<file path="src/hw/rtl/msd_pkg.sv">
// Package for the Morse signal decoder: item types, queue entry type,
// register indexes, reset values and the symbol lookup table.
// No dependencies; every other file uses it.
`timescale 1ns / 1ps

package msd_pkg;

    // Configuration port
    localparam int CFG_IDX_W  = 3;
    localparam int CFG_DATA_W = 16;

    localparam logic [CFG_IDX_W-1:0] CFG_DOT_LENGTH        = 3'd0;
    localparam logic [CFG_IDX_W-1:0] CFG_DASH_LENGTH       = 3'd1;
    localparam logic [CFG_IDX_W-1:0] CFG_LETTER_GAP_LENGTH = 3'd2;
    localparam logic [CFG_IDX_W-1:0] CFG_LENGTH_TOLERANCE  = 3'd3;
    localparam logic [CFG_IDX_W-1:0] CFG_WORD_GAP_MINIMUM  = 3'd4;

    localparam logic [15:0] RESET_DOT_LENGTH        = 16'd30;
    localparam logic [15:0] RESET_DASH_LENGTH       = 16'd60;
    localparam logic [15:0] RESET_LETTER_GAP_LENGTH = 16'd30;
    localparam logic [7:0]  RESET_LENGTH_TOLERANCE  = 8'd5;
    localparam logic [15:0] RESET_WORD_GAP_MINIMUM  = 16'd40;

    // Symbol as carried through the queue
    localparam int SYM_LEN_W = 3;
    localparam int SYM_PAT_W = 5;

    // Queue between the front and the back
    localparam int QUEUE_DEPTH = 4;
    localparam int QUEUE_PTR_W = 2;
    localparam int QUEUE_CNT_W = 3;

    localparam logic [6:0] CHAR_SPACE = 7'h20;
    localparam logic [6:0] CHAR_NONE  = 7'h00;

    typedef struct packed {
        logic signed [15:0] sample_value;
        logic               end_of_stream;
    } t_sample_item;

    typedef struct packed {
        logic [6:0] char_code;
        logic       invalid_symbol;
        logic       last_of_run;
    } t_char_item;

    typedef struct packed {
        logic [SYM_LEN_W-1:0] len;
        logic [SYM_PAT_W-1:0] pat;
    } t_symbol;

    // One queue entry holds every request that a single sample causes.
    typedef struct packed {
        logic    emit_sym;
        t_symbol sym;
        logic    word_space;
        logic    flush;
        t_symbol flush_sym;
    } t_entry;

    typedef struct packed {
        logic [6:0] char_code;
        logic       invalid_symbol;
    } t_result;

    // Element i of a symbol sits at bit i, a dash is a one.
    function automatic t_result decode_symbol(input t_symbol s);
        t_result r;
        r.invalid_symbol = 1'b0;
        unique case ({s.len, s.pat})
            {3'd2, 5'd2}:  r.char_code = 7'h41; // A
            {3'd4, 5'd1}:  r.char_code = 7'h42; // B
            {3'd4, 5'd5}:  r.char_code = 7'h43; // C
            {3'd3, 5'd1}:  r.char_code = 7'h44; // D
            {3'd1, 5'd0}:  r.char_code = 7'h45; // E
            {3'd4, 5'd4}:  r.char_code = 7'h46; // F
            {3'd3, 5'd3}:  r.char_code = 7'h47; // G
            {3'd4, 5'd0}:  r.char_code = 7'h48; // H
            {3'd2, 5'd0}:  r.char_code = 7'h49; // I
            {3'd4, 5'd14}: r.char_code = 7'h4A; // J
            {3'd3, 5'd5}:  r.char_code = 7'h4B; // K
            {3'd4, 5'd2}:  r.char_code = 7'h4C; // L
            {3'd2, 5'd3}:  r.char_code = 7'h4D; // M
            {3'd2, 5'd1}:  r.char_code = 7'h4E; // N
            {3'd3, 5'd7}:  r.char_code = 7'h4F; // O
            {3'd4, 5'd6}:  r.char_code = 7'h50; // P
            {3'd4, 5'd11}: r.char_code = 7'h51; // Q
            {3'd3, 5'd2}:  r.char_code = 7'h52; // R
            {3'd3, 5'd0}:  r.char_code = 7'h53; // S
            {3'd1, 5'd1}:  r.char_code = 7'h54; // T
            {3'd3, 5'd4}:  r.char_code = 7'h55; // U
            {3'd4, 5'd8}:  r.char_code = 7'h56; // V
            {3'd3, 5'd6}:  r.char_code = 7'h57; // W
            {3'd4, 5'd9}:  r.char_code = 7'h58; // X
            {3'd4, 5'd13}: r.char_code = 7'h59; // Y
            {3'd4, 5'd3}:  r.char_code = 7'h5A; // Z
            {3'd5, 5'd30}: r.char_code = 7'h31; // 1
            {3'd5, 5'd28}: r.char_code = 7'h32; // 2
            {3'd5, 5'd24}: r.char_code = 7'h33; // 3
            {3'd5, 5'd16}: r.char_code = 7'h34; // 4
            {3'd5, 5'd0}:  r.char_code = 7'h35; // 5
            {3'd5, 5'd1}:  r.char_code = 7'h36; // 6
            {3'd5, 5'd3}:  r.char_code = 7'h37; // 7
            {3'd5, 5'd7}:  r.char_code = 7'h38; // 8
            {3'd5, 5'd15}: r.char_code = 7'h39; // 9
            {3'd5, 5'd31}: r.char_code = 7'h30; // 0
            default: begin
                r.char_code      = CHAR_NONE;
                r.invalid_symbol = 1'b1;
            end
        endcase
        return r;
    endfunction

endpackage

</file>
<file path="src/hw/rtl/msd_in_if.sv">
// Input channel of the Morse signal decoder: valid/ready plus one sample item.
// Depends on msd_pkg for the payload type.
`timescale 1ns / 1ps

interface msd_in_if;
    logic                 valid;
    logic                 ready;
    msd_pkg::t_sample_item data;

    modport source (output valid, output data, input ready);
    modport sink   (input valid, input data, output ready);
endinterface

</file>
<file path="src/hw/rtl/msd_out_if.sv">
// Output channel of the Morse signal decoder: valid/ready plus one character.
// Depends on msd_pkg for the payload type.
`timescale 1ns / 1ps

interface msd_out_if;
    logic               valid;
    logic               ready;
    msd_pkg::t_char_item data;

    modport source (output valid, output data, input ready);
    modport sink   (input valid, input data, output ready);
endinterface

</file>
<file path="src/hw/rtl/msd_front.sv">
// Front end: holds the configuration registers, measures key runs, builds
// the pending symbol and pushes one queue entry per sample that emits.
// Depends on msd_pkg and msd_in_if.
`timescale 1ns / 1ps

module msd_front #(
    parameter int MAX_ELEMENTS = 5
) (
    input  logic                               i_clk,
    input  logic                               i_rst_n,
    msd_in_if.sink                             i_sample,
    input  logic                               i_cfg_we,
    input  logic [msd_pkg::CFG_IDX_W-1:0]      i_cfg_idx,
    input  logic [msd_pkg::CFG_DATA_W-1:0]     i_cfg_data,
    input  logic                               i_q_full,
    output logic                               o_q_push,
    output msd_pkg::t_entry                    o_q_data
);
    import msd_pkg::*;

    localparam int LEN_W = $clog2(MAX_ELEMENTS + 2);

    logic [15:0] r_dot_length, r_dash_length, r_letter_gap_length, r_word_gap_minimum;
    logic [7:0]  r_length_tolerance;

    logic                    r_seen_first, n_seen_first;
    logic                    r_key_level, n_key_level;
    logic [15:0]             r_run_count, n_run_count;
    logic [MAX_ELEMENTS-1:0] r_pattern, n_pattern;
    logic [LEN_W-1:0]        r_length, n_length;

    logic fire;
    logic key_on;

    function automatic logic near_len(input logic [15:0] nominal, input logic [15:0] n,
                                      input logic [7:0] tol);
        logic [15:0] d;
        d = (nominal > n) ? (nominal - n) : (n - nominal);
        return d < {8'd0, tol};
    endfunction

    assign i_sample.ready = !i_q_full;
    assign fire   = i_sample.valid && !i_q_full;
    assign key_on = |i_sample.data.sample_value;

    always_ff @(posedge i_clk) begin
        if (!i_rst_n) begin
            r_dot_length        <= RESET_DOT_LENGTH;
            r_dash_length       <= RESET_DASH_LENGTH;
            r_letter_gap_length <= RESET_LETTER_GAP_LENGTH;
            r_length_tolerance  <= RESET_LENGTH_TOLERANCE;
            r_word_gap_minimum  <= RESET_WORD_GAP_MINIMUM;
        end else if (i_cfg_we) begin
            unique case (i_cfg_idx)
                CFG_DOT_LENGTH:        r_dot_length        <= i_cfg_data;
                CFG_DASH_LENGTH:       r_dash_length       <= i_cfg_data;
                CFG_LETTER_GAP_LENGTH: r_letter_gap_length <= i_cfg_data;
                CFG_LENGTH_TOLERANCE:  r_length_tolerance  <= i_cfg_data[7:0];
                CFG_WORD_GAP_MINIMUM:  r_word_gap_minimum  <= i_cfg_data;
                default: ;
            endcase
        end
    end

    always_comb begin
        logic add_el;
        logic is_dash;
        n_seen_first = r_seen_first;
        n_key_level  = r_key_level;
        n_run_count  = r_run_count;
        n_pattern    = r_pattern;
        n_length     = r_length;
        add_el       = 1'b0;
        is_dash      = 1'b0;
        o_q_data     = '0;

        if (fire) begin
            if (!r_seen_first) begin
                n_seen_first = 1'b1;
                n_key_level  = key_on;
                n_run_count  = 16'd1;
            end else if (key_on == r_key_level) begin
                if (r_run_count != 16'hFFFF) begin
                    n_run_count = r_run_count + 16'd1;
                end
            end else begin
                if (r_key_level) begin
                    if (near_len(r_dot_length, r_run_count, r_length_tolerance)) begin
                        add_el = 1'b1;
                    end else if (near_len(r_dash_length, r_run_count, r_length_tolerance)) begin
                        add_el  = 1'b1;
                        is_dash = 1'b1;
                    end
                end else begin
                    if (near_len(r_letter_gap_length, r_run_count, r_length_tolerance)) begin
                        o_q_data.emit_sym = 1'b1;
                    end else if (r_run_count > r_word_gap_minimum) begin
                        o_q_data.emit_sym   = 1'b1;
                        o_q_data.word_space = 1'b1;
                    end
                end
                n_run_count = '0;
                n_key_level = key_on;
            end

            if (add_el) begin
                if (r_length < LEN_W'(MAX_ELEMENTS)) begin
                    n_pattern = r_pattern | (MAX_ELEMENTS'(is_dash) << r_length);
                    n_length  = r_length + LEN_W'(1);
                end else begin
                    // Too many elements: park the length one past the limit.
                    n_length = LEN_W'(MAX_ELEMENTS + 1);
                end
            end

            if (o_q_data.emit_sym) begin
                o_q_data.sym.len = SYM_LEN_W'(r_length);
                o_q_data.sym.pat = r_pattern[SYM_PAT_W-1:0];
                n_pattern = '0;
                n_length  = '0;
            end

            if (i_sample.data.end_of_stream) begin
                o_q_data.flush         = 1'b1;
                o_q_data.flush_sym.len = SYM_LEN_W'(n_length);
                o_q_data.flush_sym.pat = n_pattern[SYM_PAT_W-1:0];
                n_pattern    = '0;
                n_length     = '0;
                n_seen_first = 1'b0;
                n_key_level  = 1'b0;
                n_run_count  = '0;
            end
        end
    end

    assign o_q_push = fire && (o_q_data.emit_sym || o_q_data.flush);

    always_ff @(posedge i_clk) begin
        if (!i_rst_n) begin
            r_seen_first <= 1'b0;
            r_key_level  <= 1'b0;
            r_run_count  <= '0;
            r_pattern    <= '0;
            r_length     <= '0;
        end else begin
            r_seen_first <= n_seen_first;
            r_key_level  <= n_key_level;
            r_run_count  <= n_run_count;
            r_pattern    <= n_pattern;
            r_length     <= n_length;
        end
    end

endmodule

</file>
<file path="src/hw/rtl/msd_fifo.sv">
// Short queue of emit requests between the front and the back end.
// Depends on msd_pkg for the entry type and depth.
`timescale 1ns / 1ps

module msd_fifo (
    input  logic            i_clk,
    input  logic            i_rst_n,
    input  logic            i_push,
    input  msd_pkg::t_entry i_data,
    input  logic            i_pop,
    output logic            o_full,
    output logic            o_valid,
    output msd_pkg::t_entry o_data
);
    import msd_pkg::*;

    t_entry                 r_mem [QUEUE_DEPTH];
    logic [QUEUE_PTR_W-1:0] r_wr_ptr, r_rd_ptr;
    logic [QUEUE_CNT_W-1:0] r_count, n_count;

    assign o_full  = (r_count == QUEUE_CNT_W'(QUEUE_DEPTH));
    assign o_valid = (r_count != '0);
    assign o_data  = r_mem[r_rd_ptr];

    always_comb begin
        n_count = r_count;
        if (i_push && !i_pop) begin
            n_count = r_count + QUEUE_CNT_W'(1);
        end else if (!i_push && i_pop) begin
            n_count = r_count - QUEUE_CNT_W'(1);
        end
    end

    always_ff @(posedge i_clk) begin
        if (i_push) begin
            r_mem[r_wr_ptr] <= i_data;
        end
    end

    always_ff @(posedge i_clk) begin
        if (!i_rst_n) begin
            r_wr_ptr <= '0;
            r_rd_ptr <= '0;
            r_count  <= '0;
        end else begin
            if (i_push) begin
                r_wr_ptr <= r_wr_ptr + QUEUE_PTR_W'(1);
            end
            if (i_pop) begin
                r_rd_ptr <= r_rd_ptr + QUEUE_PTR_W'(1);
            end
            r_count <= n_count;
        end
    end

endmodule

</file>
<file path="src/hw/rtl/msd_back.sv">
// Back end: takes one queue entry, decodes its symbols and hands out the
// resulting characters one request at a time. Depends on msd_pkg, msd_out_if.
`timescale 1ns / 1ps

module msd_back (
    input  logic            i_clk,
    input  logic            i_rst_n,
    input  logic            i_q_valid,
    input  msd_pkg::t_entry i_q_data,
    output logic            o_q_pop,
    msd_out_if.source       o_char
);
    import msd_pkg::*;

    // Slot 0: letter or word end symbol, slot 1: word space, slot 2: flush.
    logic       r_valid;
    logic [2:0] r_mask;
    t_result    r_res_sym, r_res_flush;

    logic    fire;
    logic    last;
    t_result cur;

    assign fire = r_valid && o_char.ready;
    assign last = ((r_mask & (r_mask - 3'd1)) == 3'd0);
    assign o_q_pop = i_q_valid && (!r_valid || (fire && last));

    always_comb begin
        priority if (r_mask[0]) begin
            cur = r_res_sym;
        end else if (r_mask[1]) begin
            cur.char_code      = CHAR_SPACE;
            cur.invalid_symbol = 1'b0;
        end else begin
            cur = r_res_flush;
        end
    end

    assign o_char.valid               = r_valid;
    assign o_char.data.char_code      = cur.char_code;
    assign o_char.data.invalid_symbol = cur.invalid_symbol;
    assign o_char.data.last_of_run    = last;

    always_ff @(posedge i_clk) begin
        if (o_q_pop) begin
            r_res_sym   <= decode_symbol(i_q_data.sym);
            r_res_flush <= decode_symbol(i_q_data.flush_sym);
        end
    end

    always_ff @(posedge i_clk) begin
        if (!i_rst_n) begin
            r_valid <= 1'b0;
            r_mask  <= '0;
        end else if (o_q_pop) begin
            r_valid <= 1'b1;
            r_mask  <= {i_q_data.flush, i_q_data.word_space, i_q_data.emit_sym};
        end else if (fire) begin
            if (last) begin
                r_valid <= 1'b0;
                r_mask  <= '0;
            end else begin
                // Retire the lowest pending slot.
                r_mask <= r_mask & (r_mask - 3'd1);
            end
        end
    end

endmodule

</file>
<file path="src/hw/rtl/morse_signal_decoder_top.sv">
// A character's request is written to the request queue, then to the output stage.
// Throughput: one sample per cycle while the queue has room; one character per cycle while ready.
// A sample can cause up to three characters, which leave one after the other.
// Reset is synchronous, active low: it clears run tracking, the pending symbol,
// the request queue and the output stage, and reloads register defaults.
`timescale 1ns / 1ps

// Morse signal decoder, top level.
//
// The design is split into a front end and a back end joined by a four-entry
// request queue:
//   - msd_front accepts one sample per cycle unless the queue is full. It compares
//     the sample with the current key level, counts the run length (saturating
//     at 65535) and, on a level change, classifies the finished run against the
//     configured dot, dash, letter gap and word gap lengths. Matching on-runs
//     append an element to the pending symbol; off-runs that end a letter or a
//     word, and an end of stream flag, produce a queue entry of what to emit.
//   - msd_fifo holds those entries so that a slow consumer does not stall the
//     sample stream until the queue is full.
//   - msd_back pops one entry, decodes its symbols through the lookup table in
//     the package and presents the characters one after the other. The last
//     character caused by a sample carries last_of_run.
//
// The input is ready whenever the queue has room, independently of the output
// side. Samples that emit nothing never use a queue slot, so the sustained
// input rate is one sample per cycle as long as the output keeps up with the
// characters; the output stage is the single point that limits the character
// rate to one per cycle.
//
// Configuration writes go straight to the registers in the front end and are
// expected only while the decoder is idle. An index beyond the register list
// is ignored.
module morse_signal_decoder_top #(
    parameter int MAX_ELEMENTS = 5
) (
    input  logic                           i_clk,
    input  logic                           i_rst_n,
    msd_in_if.sink                         i_sample,
    msd_out_if.source                      o_char,
    input  logic                           i_cfg_we,
    input  logic [msd_pkg::CFG_IDX_W-1:0]  i_cfg_idx,
    input  logic [msd_pkg::CFG_DATA_W-1:0] i_cfg_data
);
    import msd_pkg::*;

    logic   q_push;
    t_entry q_in;
    logic   q_full;
    logic   q_valid;
    t_entry q_out;
    logic   q_pop;

    msd_front #(
        .MAX_ELEMENTS(MAX_ELEMENTS)
    ) u_front (
        .i_clk      (i_clk),
        .i_rst_n    (i_rst_n),
        .i_sample   (i_sample),
        .i_cfg_we   (i_cfg_we),
        .i_cfg_idx  (i_cfg_idx),
        .i_cfg_data (i_cfg_data),
        .i_q_full   (q_full),
        .o_q_push   (q_push),
        .o_q_data   (q_in)
    );

    msd_fifo u_fifo (
        .i_clk   (i_clk),
        .i_rst_n (i_rst_n),
        .i_push  (q_push),
        .i_data  (q_in),
        .i_pop   (q_pop),
        .o_full  (q_full),
        .o_valid (q_valid),
        .o_data  (q_out)
    );

    msd_back u_back (
        .i_clk     (i_clk),
        .i_rst_n   (i_rst_n),
        .i_q_valid (q_valid),
        .i_q_data  (q_out),
        .o_q_pop   (q_pop),
        .o_char    (o_char)
    );

endmodule

</file>
<file path="src/flat_wrapper.sv">
// flat-port wrapper written by rule: the top's interface ports become plain ports
module morse_signal_decoder_top_flat import msd_pkg::*;
#(
    parameter int MAX_ELEMENTS = 5
)
  (i_clk, i_rst_n, i_cfg_we, i_cfg_idx, i_cfg_data, i_sample_valid, i_sample_data, i_sample_ready, o_char_valid, o_char_data, o_char_ready);
  msd_in_if i_sample_i ();
  msd_out_if o_char_i ();
  input  logic i_clk;
  input  logic i_rst_n;
  input  logic i_cfg_we;
  input  logic [msd_pkg::CFG_IDX_W-1:0] i_cfg_idx;
  input  logic [msd_pkg::CFG_DATA_W-1:0] i_cfg_data;
  input wire logic [$bits(i_sample_i.valid)-1:0] i_sample_valid;
  input wire logic [$bits(i_sample_i.data)-1:0] i_sample_data;
  output wire logic [$bits(i_sample_i.ready)-1:0] i_sample_ready;
  output wire logic [$bits(o_char_i.valid)-1:0] o_char_valid;
  output wire logic [$bits(o_char_i.data)-1:0] o_char_data;
  input wire logic [$bits(o_char_i.ready)-1:0] o_char_ready;
  assign i_sample_i.valid = i_sample_valid;
  assign i_sample_i.data = i_sample_data;
  assign i_sample_ready = i_sample_i.ready;
  assign o_char_valid = o_char_i.valid;
  assign o_char_data = o_char_i.data;
  assign o_char_i.ready = o_char_ready;
  morse_signal_decoder_top #(.MAX_ELEMENTS(MAX_ELEMENTS)) u_core (.i_clk(i_clk), .i_rst_n(i_rst_n), .i_sample(i_sample_i), .o_char(o_char_i), .i_cfg_we(i_cfg_we), .i_cfg_idx(i_cfg_idx), .i_cfg_data(i_cfg_data));
endmodule
</file>
<file path="config.mk">
export PLATFORM = sky130hd
export DESIGN_NAME = morse_signal_decoder_top_flat
export DESIGN_NICKNAME = d
export VERILOG_FILES = /design/src/hw/rtl/msd_pkg.sv /design/src/hw/rtl/msd_in_if.sv /design/src/hw/rtl/msd_out_if.sv /design/src/hw/rtl/msd_front.sv /design/src/hw/rtl/msd_fifo.sv /design/src/hw/rtl/msd_back.sv /design/src/hw/rtl/morse_signal_decoder_top.sv /design/src/flat_wrapper.sv
export SDC_FILE = /design/constraint.sdc
export NUM_CORES = 1
export LEC_CHECK = 0
export BUFFER_PORTS_ARGS = -buffer_cell sky130_fd_sc_hd__buf_4
export CELL_PAD_IN_SITES_DETAIL_PLACEMENT = 0
export CELL_PAD_IN_SITES_GLOBAL_PLACEMENT = 1
export CORE_MARGIN = 4
export CORE_UTILIZATION = 48
export CTS_BUF_LIST = sky130_fd_sc_hd__clkbuf_4
export DETAILED_ROUTE_END_ITERATION = 16
export HOLD_SLACK_MARGIN = 0.02
export PLACE_DENSITY_LB_ADDON = 0.2
export SLEW_MARGIN = 0
export SYNTH_ARGS = -nofsm -noshare
export SYNTH_HDL_FRONTEND = slang
export SYNTH_SLANG_ARGS = --single-unit
</file>
<file path="constraint.sdc">
create_clock -name i_clk -period 6.8 [get_ports i_clk]
set_input_delay 0.34 -clock i_clk [delete_from_list [all_inputs] [get_ports i_clk]]
set_output_delay 0.34 -clock i_clk [all_outputs]
set_load 0.01 [all_outputs]
</file>
==> results.cfg, run 1 <==
[clock_tree]
cts.sinks = 203
clock-root-buffer = clkbuf_4
cts_tree = yes
clk_latency_ns = 0.67
clk_pin_slew_ns = 0.07
cts_max_level = 2
clockBufferDepth = 3
cts_made_buffers = 55

[layout]
fin_area_sq_um = 16700
n_fill_cell = 2881
area_delta_synth_final_pct = 11.71
drive_gt1_share_pct = 13.38
multi_input_area_sq_um = 9176
seq_area_sq_um = 4985
nets = 2028

[floorplan]
die-height_microns = 184.5
die-area_sq_um = 34030
std_cell_rows = 64
ioPinCount = 52
start_util_pct = 48.75
core_area_sq_um = 30670
die_w_microns = 184.5

[sta]
clock_skew_ns = 0.02685
max_freq_mhz = 154.1
tightest_slew_ns = 1.125
setup_viol = 0
hold_ws_ns = 0.1776
finalHoldViolCount = 0
period_minus_slack_ns = 6.490
slew_violations = 0
slew_headroom_pct = 24.40
finalCritPeriodShare_pct = 95.45
fin_ws_ns = 0.3096

[global_routing]
grt-ovfl-total = 0
grt_pass1_vias = 13060
grt_max_degree = 73
grt_pass1_wl_microns = 71130
track_usage_pct = 26.22
antenna_found_initial = 1

[detailed_routing]
drc = 0
ant_nets = 0
viasPerCell = 5.887
drt_iter0_drc = 1106
wire_per_inst_microns = 19.96
routed_wl_microns = 45540
dr.pass1.iters = 5
vias = 13430

[hold_path]
hold_depth = 4
min_to = u_core.u_front.r_pattern[2]
worstHoldStart = i_sample_valid
hp-class = in -> reg

[place]
dp_hpwl_microns = 35010
gp_congestion = 0.9395
io_buffer_count = 51
place_ws_ns = 0.04554
place_area_sq_um = 15710

[run_status]
outcome = complete, no violations

[pwr]
total_power_uw = 4043
p_per_area_nw_per_um2 = 242.1
irDropWorstVdd_mv = 0.1288
p_leak_uw = 0.006553

[worst_setup_path]
crit_type = reg -> reg
cp-start-kind = flip-flop
ff2ff_path_depth = 27
cp-end-kind = flip-flop
r2r-start = u_core.u_front.r_run_count[0]
r2r_end = u_core.u_fifo.r_count[2]
cp.required_ns = 7.38
path_max_fanout = 8
r2r_setup_slack_ns = 0.31
crit_arrival_ns = 7.07

[synthesis]
yosysTopAreaCellShare_pct = 18.48
synth_enable_flop_cells = 92
yosysMostFrequentCell = nand2_1
synthTopCellsByArea = edfxtp_1 18%, dfxtp_1 15%, ha_1 11%, nand2_1 6.1%, a21oi_1 5.6%
yosys_warnings = 0
netlist_area_sq_um = 14950
ys_top_cells_by_count = 244 x nand2_1, 167 x a21oi_1, 137 x ha_1
ys_seq_area_share_pct = 33.34
synth_flop_cell = dfxtp_1
synth_cell_type_count = 99
syn_nets = 1949
async_flop_share_pct = 0
syn_avg_cell_area_sq_um = 8.475
syn_inst = 1764
ys_seq_elements = 203
yosys.area.top_type = edfxtp_1

[run]
drv_cap = 0
repair_timing:
| item | in CTS | in global routing |
|---|---|---|
| endpoints found under the setup margin | 0 | 42 |
| hold endpoints to repair | 74 | 0 |
| hold buffers | 19 | 0 |
| setup buffers | 0 | 4 |
| gates resized for setup | 0 | 14 |
cells in the final DEF (no fill, tap or decap), types with 7 or more instances in the layout:
master and n:
or2_2 8, nor4_1 16, o21ai_1 7, a21o_1 24, nor2b_1 14, buf_4 84
nand2_1 244, a21oi_1 166, o211ai_1 29, edfxtp_1 92, o21a_1 20, nand4_1 24
xor2_1 14, clkbuf_4 90, a22o_1 9, nor2_1 122, mux4_2 16, o21bai_1 9
mux2i_1 26, fa_1 7, nand3_1 40, a22oi_1 8, dfxtp_1 111, o22ai_1 7
xnor2_1 39, a211oi_1 26, o21ai_0 87, and3_1 9, or3_1 9, inv_1 131
nor3_1 39, nand2b_1 16, ha_1 133, mux2_2 7, dlygate4sd3_1 19, a31oi_1 22
and2_1 22
kinds of logic after synthesis:
group                      share of synthesized area [%]
and+or+nand+nor                                    18.89
adders and majority gates                          12.40
AOI/OAI and AO/OA                                  21.92
muxes                                              4.678
buffers and inverters                              5.666
xor gates and xnor gates                           3.105
DFF                                                33.34
critical path, cell delays in order (launching register included):
cell and delay, ns:
dfxtp_1 0.44, ha_1 0.25, inv_1 0.08, fa_1 0.48, a211oi_2 0.32, o211a_1 0.22
a2111oi_2 0.09, o21a_2 0.31, a211oi_1 0.26, a21oi_1 0.09, xor2_1 0.15, ha_1 0.32
and2_1 0.16, o21ai_0 0.15, o21ai_0 0.13, o41ai_2 0.34, o211ai_1 0.18, a211oi_2 0.29
o2111ai_2 0.22, nor4_4 0.41, o21ai_4 0.14, nand2_2 0.14, ha_1 0.19, inv_1 0.06
fa_1 0.37, xor2_1 0.18, or3_1 0.30, a21oi_1 0.13
layer usage:
metal	GRT usage [%]	part of all wire, %
met5	0	0
met4	9.820	3.7
met3	3.177	4.3
met2	46.69	50
met1	32.55	42
final cells by class:
cell class	instances	share of cell area, %
antenna	1	0.01498
inverter	134	3.019
clock inverter	8	0.2472
timing repair buffer	103	4.915
multi-input combinational	1346	54.94
sequential	203	29.85
clock buffer	90	4.046
tap	396	2.967
sequential cells by signal, summed over array words and instances (netlist names), named ones only:
| signal | cells |
|---|---|
| u_core.u_back.o_char.valid | 1 |
| u_core.u_back.r_mask | 3 |
| u_core.u_back.r_res_flush | 8 |
| u_core.u_back.r_res_sym | 8 |
| u_core.u_fifo.r_count | 3 |
| u_core.u_fifo.r_mem | 76 |
| u_core.u_fifo.r_rd_ptr | 2 |
| u_core.u_fifo.r_wr_ptr | 2 |
| u_core.u_front.r_dash_length | 16 |
| u_core.u_front.r_dot_length | 16 |
| u_core.u_front.r_key_level | 1 |
| u_core.u_front.r_length | 3 |
| u_core.u_front.r_length_tolerance | 8 |
| u_core.u_front.r_letter_gap_length | 16 |
| u_core.u_front.r_pattern | 5 |
| u_core.u_front.r_run_count | 16 |
| u_core.u_front.r_seen_first | 1 |
| u_core.u_front.r_word_gap_minimum | 16 |
where the power goes:
part	internal [uW]	switching, uW	leakage (uW)
clock	595	506	0.000434
combinational	568	903	0.00437
sequential	1400	66.6	0.00175
through the flow:
step | TNS (ns) | cells | util [%]
after floorplan | 0 | 1764 | -
after global placement | 0 | 2159 | 51.22
after CTS | 0 | 2276 | 54.18
final | 0 | 2281 | 54.46
after detailed placement | 0 | 2159 | 51.22
after global routing | -0.1951 | 2281 | 54.46
worst max path at each step:
stage / startpoint / slack, ns / cells after the start / end
5_1_grt: u_core.u_front.r_run_count[0] / -0.05 / 25 / u_core.u_fifo.r_mem[2][7]
3_3_place_gp: u_core.u_front.r_letter_gap_length[2] / 0.28 / 25 / u_core.u_fifo.r_count[2]
3_5_place_dp: u_core.u_front.r_run_count[0] / 0.05 / 25 / u_core.u_fifo.r_mem[2][7]
4_1_cts: u_core.u_front.r_run_count[0] / 0.02 / 25 / u_core.u_fifo.r_mem[2][7]
6_report: u_core.u_front.r_run_count[0] / 0.31 / 27 / u_core.u_fifo.r_count[2]
2_1_floorplan: u_core.u_front.r_run_count[1] / 0.82 / 24 / u_core.u_fifo.r_mem[0][7]
(Power assumes the default switching activity.)
==> run 2: changes to the inputs <==
ABC_AREA = 1   (was unset)
==> run 2 against run 1 <==
Against the previous run: cell count increased by 26%; die area increased by 4.9%; non-clock buffer count decreased by 25; sequential power about the same; critical path type unchanged; register-to-register slack improved by 1.0 ns; fmax increased by 18%; combinational power increased by 18%; count of clock-buffer cells in the layout decreased by 3; sequential cell count unchanged; clock skew increased by 0.046 ns; global-route usage increased by 2.5 points; synthesized cell count increased by 30%.
==> results.cfg, run 2 <==
[detailed_routing]
vias = 15510
dr.pass1.iters = 7
drt_iter0_drc = 1299
routed_wl_microns = 52550
viasPerCell = 5.408
drc = 0
wire_per_inst_microns = 18.33
ant_nets = 0

[floorplan]
die_w_microns = 189.0
die-area_sq_um = 35710
start_util_pct = 48.44
std_cell_rows = 66
die-height_microns = 189.0
ioPinCount = 52
core_area_sq_um = 32450

[layout]
layout_commonest_cell = nand2_1
largest_reg_flops = 76
stdcell_count = 2867
largest_register = u_core.u_fifo.r_mem
final_cell_mix = 628 x nand2_1, 360 x inv_1, 215 x nor2_1
drive_gt1_share_pct = 8.622
area_delta_synth_final_pct = 10.53
n_fill_cell = 3327
nets = 2567

[worst_setup_path]
crit_type = reg -> reg
ff2ff_path_depth = 28
cp-end-kind = flip-flop
cpPeakStageDelay_ns = 0.64
r2r_end = u_core.u_fifo.r_count[2]
critPathMostFrequentCell = nand2_1
cp.required_ns = 7.38
r2r-start = u_core.u_front.r_run_count[1]
r2r_setup_slack_ns = 1.32
cp_slowest_cell = dfxtp_1
cp-start-kind = flip-flop
path_max_fanout = 16
crit_arrival_ns = 6.07

[clock_tree]
clk_pin_slew_ns = 0.07
cts_made_buffers = 53
clock-root-buffer = clkbuf_4
cts_setup_buffers = 0
clk_latency_ns = 0.70
cts_max_level = 2
cts_tree = yes
cts.sinks = 203
clockBufferDepth = 3

[sta]
setup_viol = 0
tightest_slew_ns = 1.134
setup_tns_ns = 0
rsz0062_at_grt = false
finalCritPeriodShare_pct = 80.60
max_freq_mhz = 182.5
finalHoldViolCount = 0
clock_skew_ns = 0.07287
fin_ws_ns = 1.319
period_minus_slack_ns = 5.481
hold_ws_ns = 0.1225
slew_violations = 0
slew_headroom_pct = 24.34

[synthesis]
syn_nets = 2484
synthTopCellsByArea = edfxtp_1 18%, nand2_1 15%, dfxtp_1 14%, ha_1 11%, inv_1 8.6%
synth_enable_flop_cells = 92
yosysMostFrequentCell = nand2_1
ys_top_cells_by_count = 628 x nand2_1, 360 x inv_1, 215 x nor2_1
yosysTopAreaCellShare_pct = 17.57
netlist_area_sq_um = 15720
yosys_warnings = 0
synth_cell_type_count = 61
syn_inst = 2299
yosys.area.top_type = edfxtp_1
syn_avg_cell_area_sq_um = 6.838
async_flop_share_pct = 0
ys_seq_area_share_pct = 31.71
synth_flop_cell = dfxtp_1
ys_seq_elements = 203

[place]
io_buffer_count = 51
dp_hpwl_microns = 41870
numPlacedInstances = 2751
place_ws_ns = 1.352
gp_congestion = 1.048

[pwr]
p_per_area_nw_per_um2 = 249.7
irDropWorstVdd_mv = 0.1893
total_power_uw = 4340
p_leak_uw = 0.008391

[hold_path]
min_to = u_core.u_front.r_length_tolerance[2]
hold_depth = 4
hp-class = in -> reg
worstHoldStart = i_cfg_idx[1]

[run_status]
outcome = complete, no violations

[global_routing]
grt_max_degree = 81
grt-ovfl-total = 0
grt_pass1_vias = 14640
track_usage_pct = 28.74
antenna_found_initial = 1
grt_pass1_wl_microns = 81290

[run]
drv_cap = 0
==> run 2: cell count changes in the layout (fill, tap and decap cells not counted), moves of 20 or more <==
cell      previous run  this run
a211oi_1            26         6
a21o_1              24         2
buf_4               84        60
inv_1              131       360
mux2i_1             26         2
nand2_1            244       628
nand3_1             40       128
nor2_1             122       215
o21ai_0             87       120
xnor2_1             39         7
==> run 2: cells by family (layout without fill, tap and decap cells) <==
kind of cell               Yosys count  after routing  share of synthesized area (%)
and+or+nand+nor                   1089           1089                          29.21
buffers and inverters              423            548                          10.54
AOI/OAI and AO/OA                  404            404                          14.73
DFF                                203            203                          31.71
adders and majority gates          144            144                          11.79
xor gates and xnor gates            34             34                          1.894
muxes                                2              2                         0.1273
other                                0              1                              0
==> run 2: how the worst max path moves through the flow <==
stage	start	to	slack, ns	depth (start not counted)
2_1_floorplan	u_core.u_front.r_run_count[1]	u_core.u_fifo.r_mem[0][0]	2.25	24
3_3_place_gp	u_core.u_front.r_run_count[1]	u_core.u_fifo.r_count[2]	1.50	28
3_5_place_dp	u_core.u_front.r_run_count[1]	u_core.u_fifo.r_count[2]	1.35	28
4_1_cts	u_core.u_front.r_run_count[1]	u_core.u_fifo.r_count[2]	1.37	28
5_1_grt	u_core.u_front.r_run_count[1]	u_core.u_fifo.r_count[2]	0.80	28
6_report	u_core.u_front.r_run_count[1]	u_core.u_fifo.r_count[2]	1.32	28
==> run 2: area by class of cell <==
cell class	instances	area (sq um)	share of cell area, %
Antenna cell	1	2.502	0.01440
Clock buffer	87	653.1	3.759
Clock inverter	10	70.07	0.4032
Inverter	373	1403	8.072
Multi-Input combinational cell	1673	9080	52.25
Sequential cell	203	4985	28.69
Tap cell	442	553.0	3.183
Timing Repair Buffer	78	630.6	3.629
==> run 2: per-stage QoR <==
step	area, sq um	utilization, %
after global routing	17380	53.54
after global placement	16470	50.75
final	17380	53.54
after CTS	17370	53.54
after detailed placement	16470	50.75
after floorplan	15720	-
==> run 2: power by group <==
part / internal [uW] / total [uW] / switching (uW)
logic: 539 / 1740 / 1200
registers: 1430 / 1490 / 62.7
clock network: 614 / 1110 / 500
==> run 2: worst max-delay path: cells and delay by family (launching register included) <==
family | cells | cell delay, ns
and+or+nand+nor | 12 | 1.65
xor gates and xnor gates | 1 | 0.17
adders and majority gates | 4 | 1.36
AOI/OAI and AO/OA | 8 | 1.12
DFF | 1 | 0.64
buffers and inverters | 3 | 0.47
==> run 2: timing repair <==
action | CTS | global route
resized for setup | 0 | 0
endpoints found under the hold margin | 63 | 0
hold buffers | 18 | 0
==> run 2: per-layer routing <==
layer / up-vias / share of wire (%) / track usage (%)
met4: 0 / 2.3 / 7.259
met2: 592 / 42 / 43.74
li1: 7688 / - / -
met1: 7141 / 48 / 43.20
met3: 85 / 7.3 / 3.816
met5: - / 0 / 0
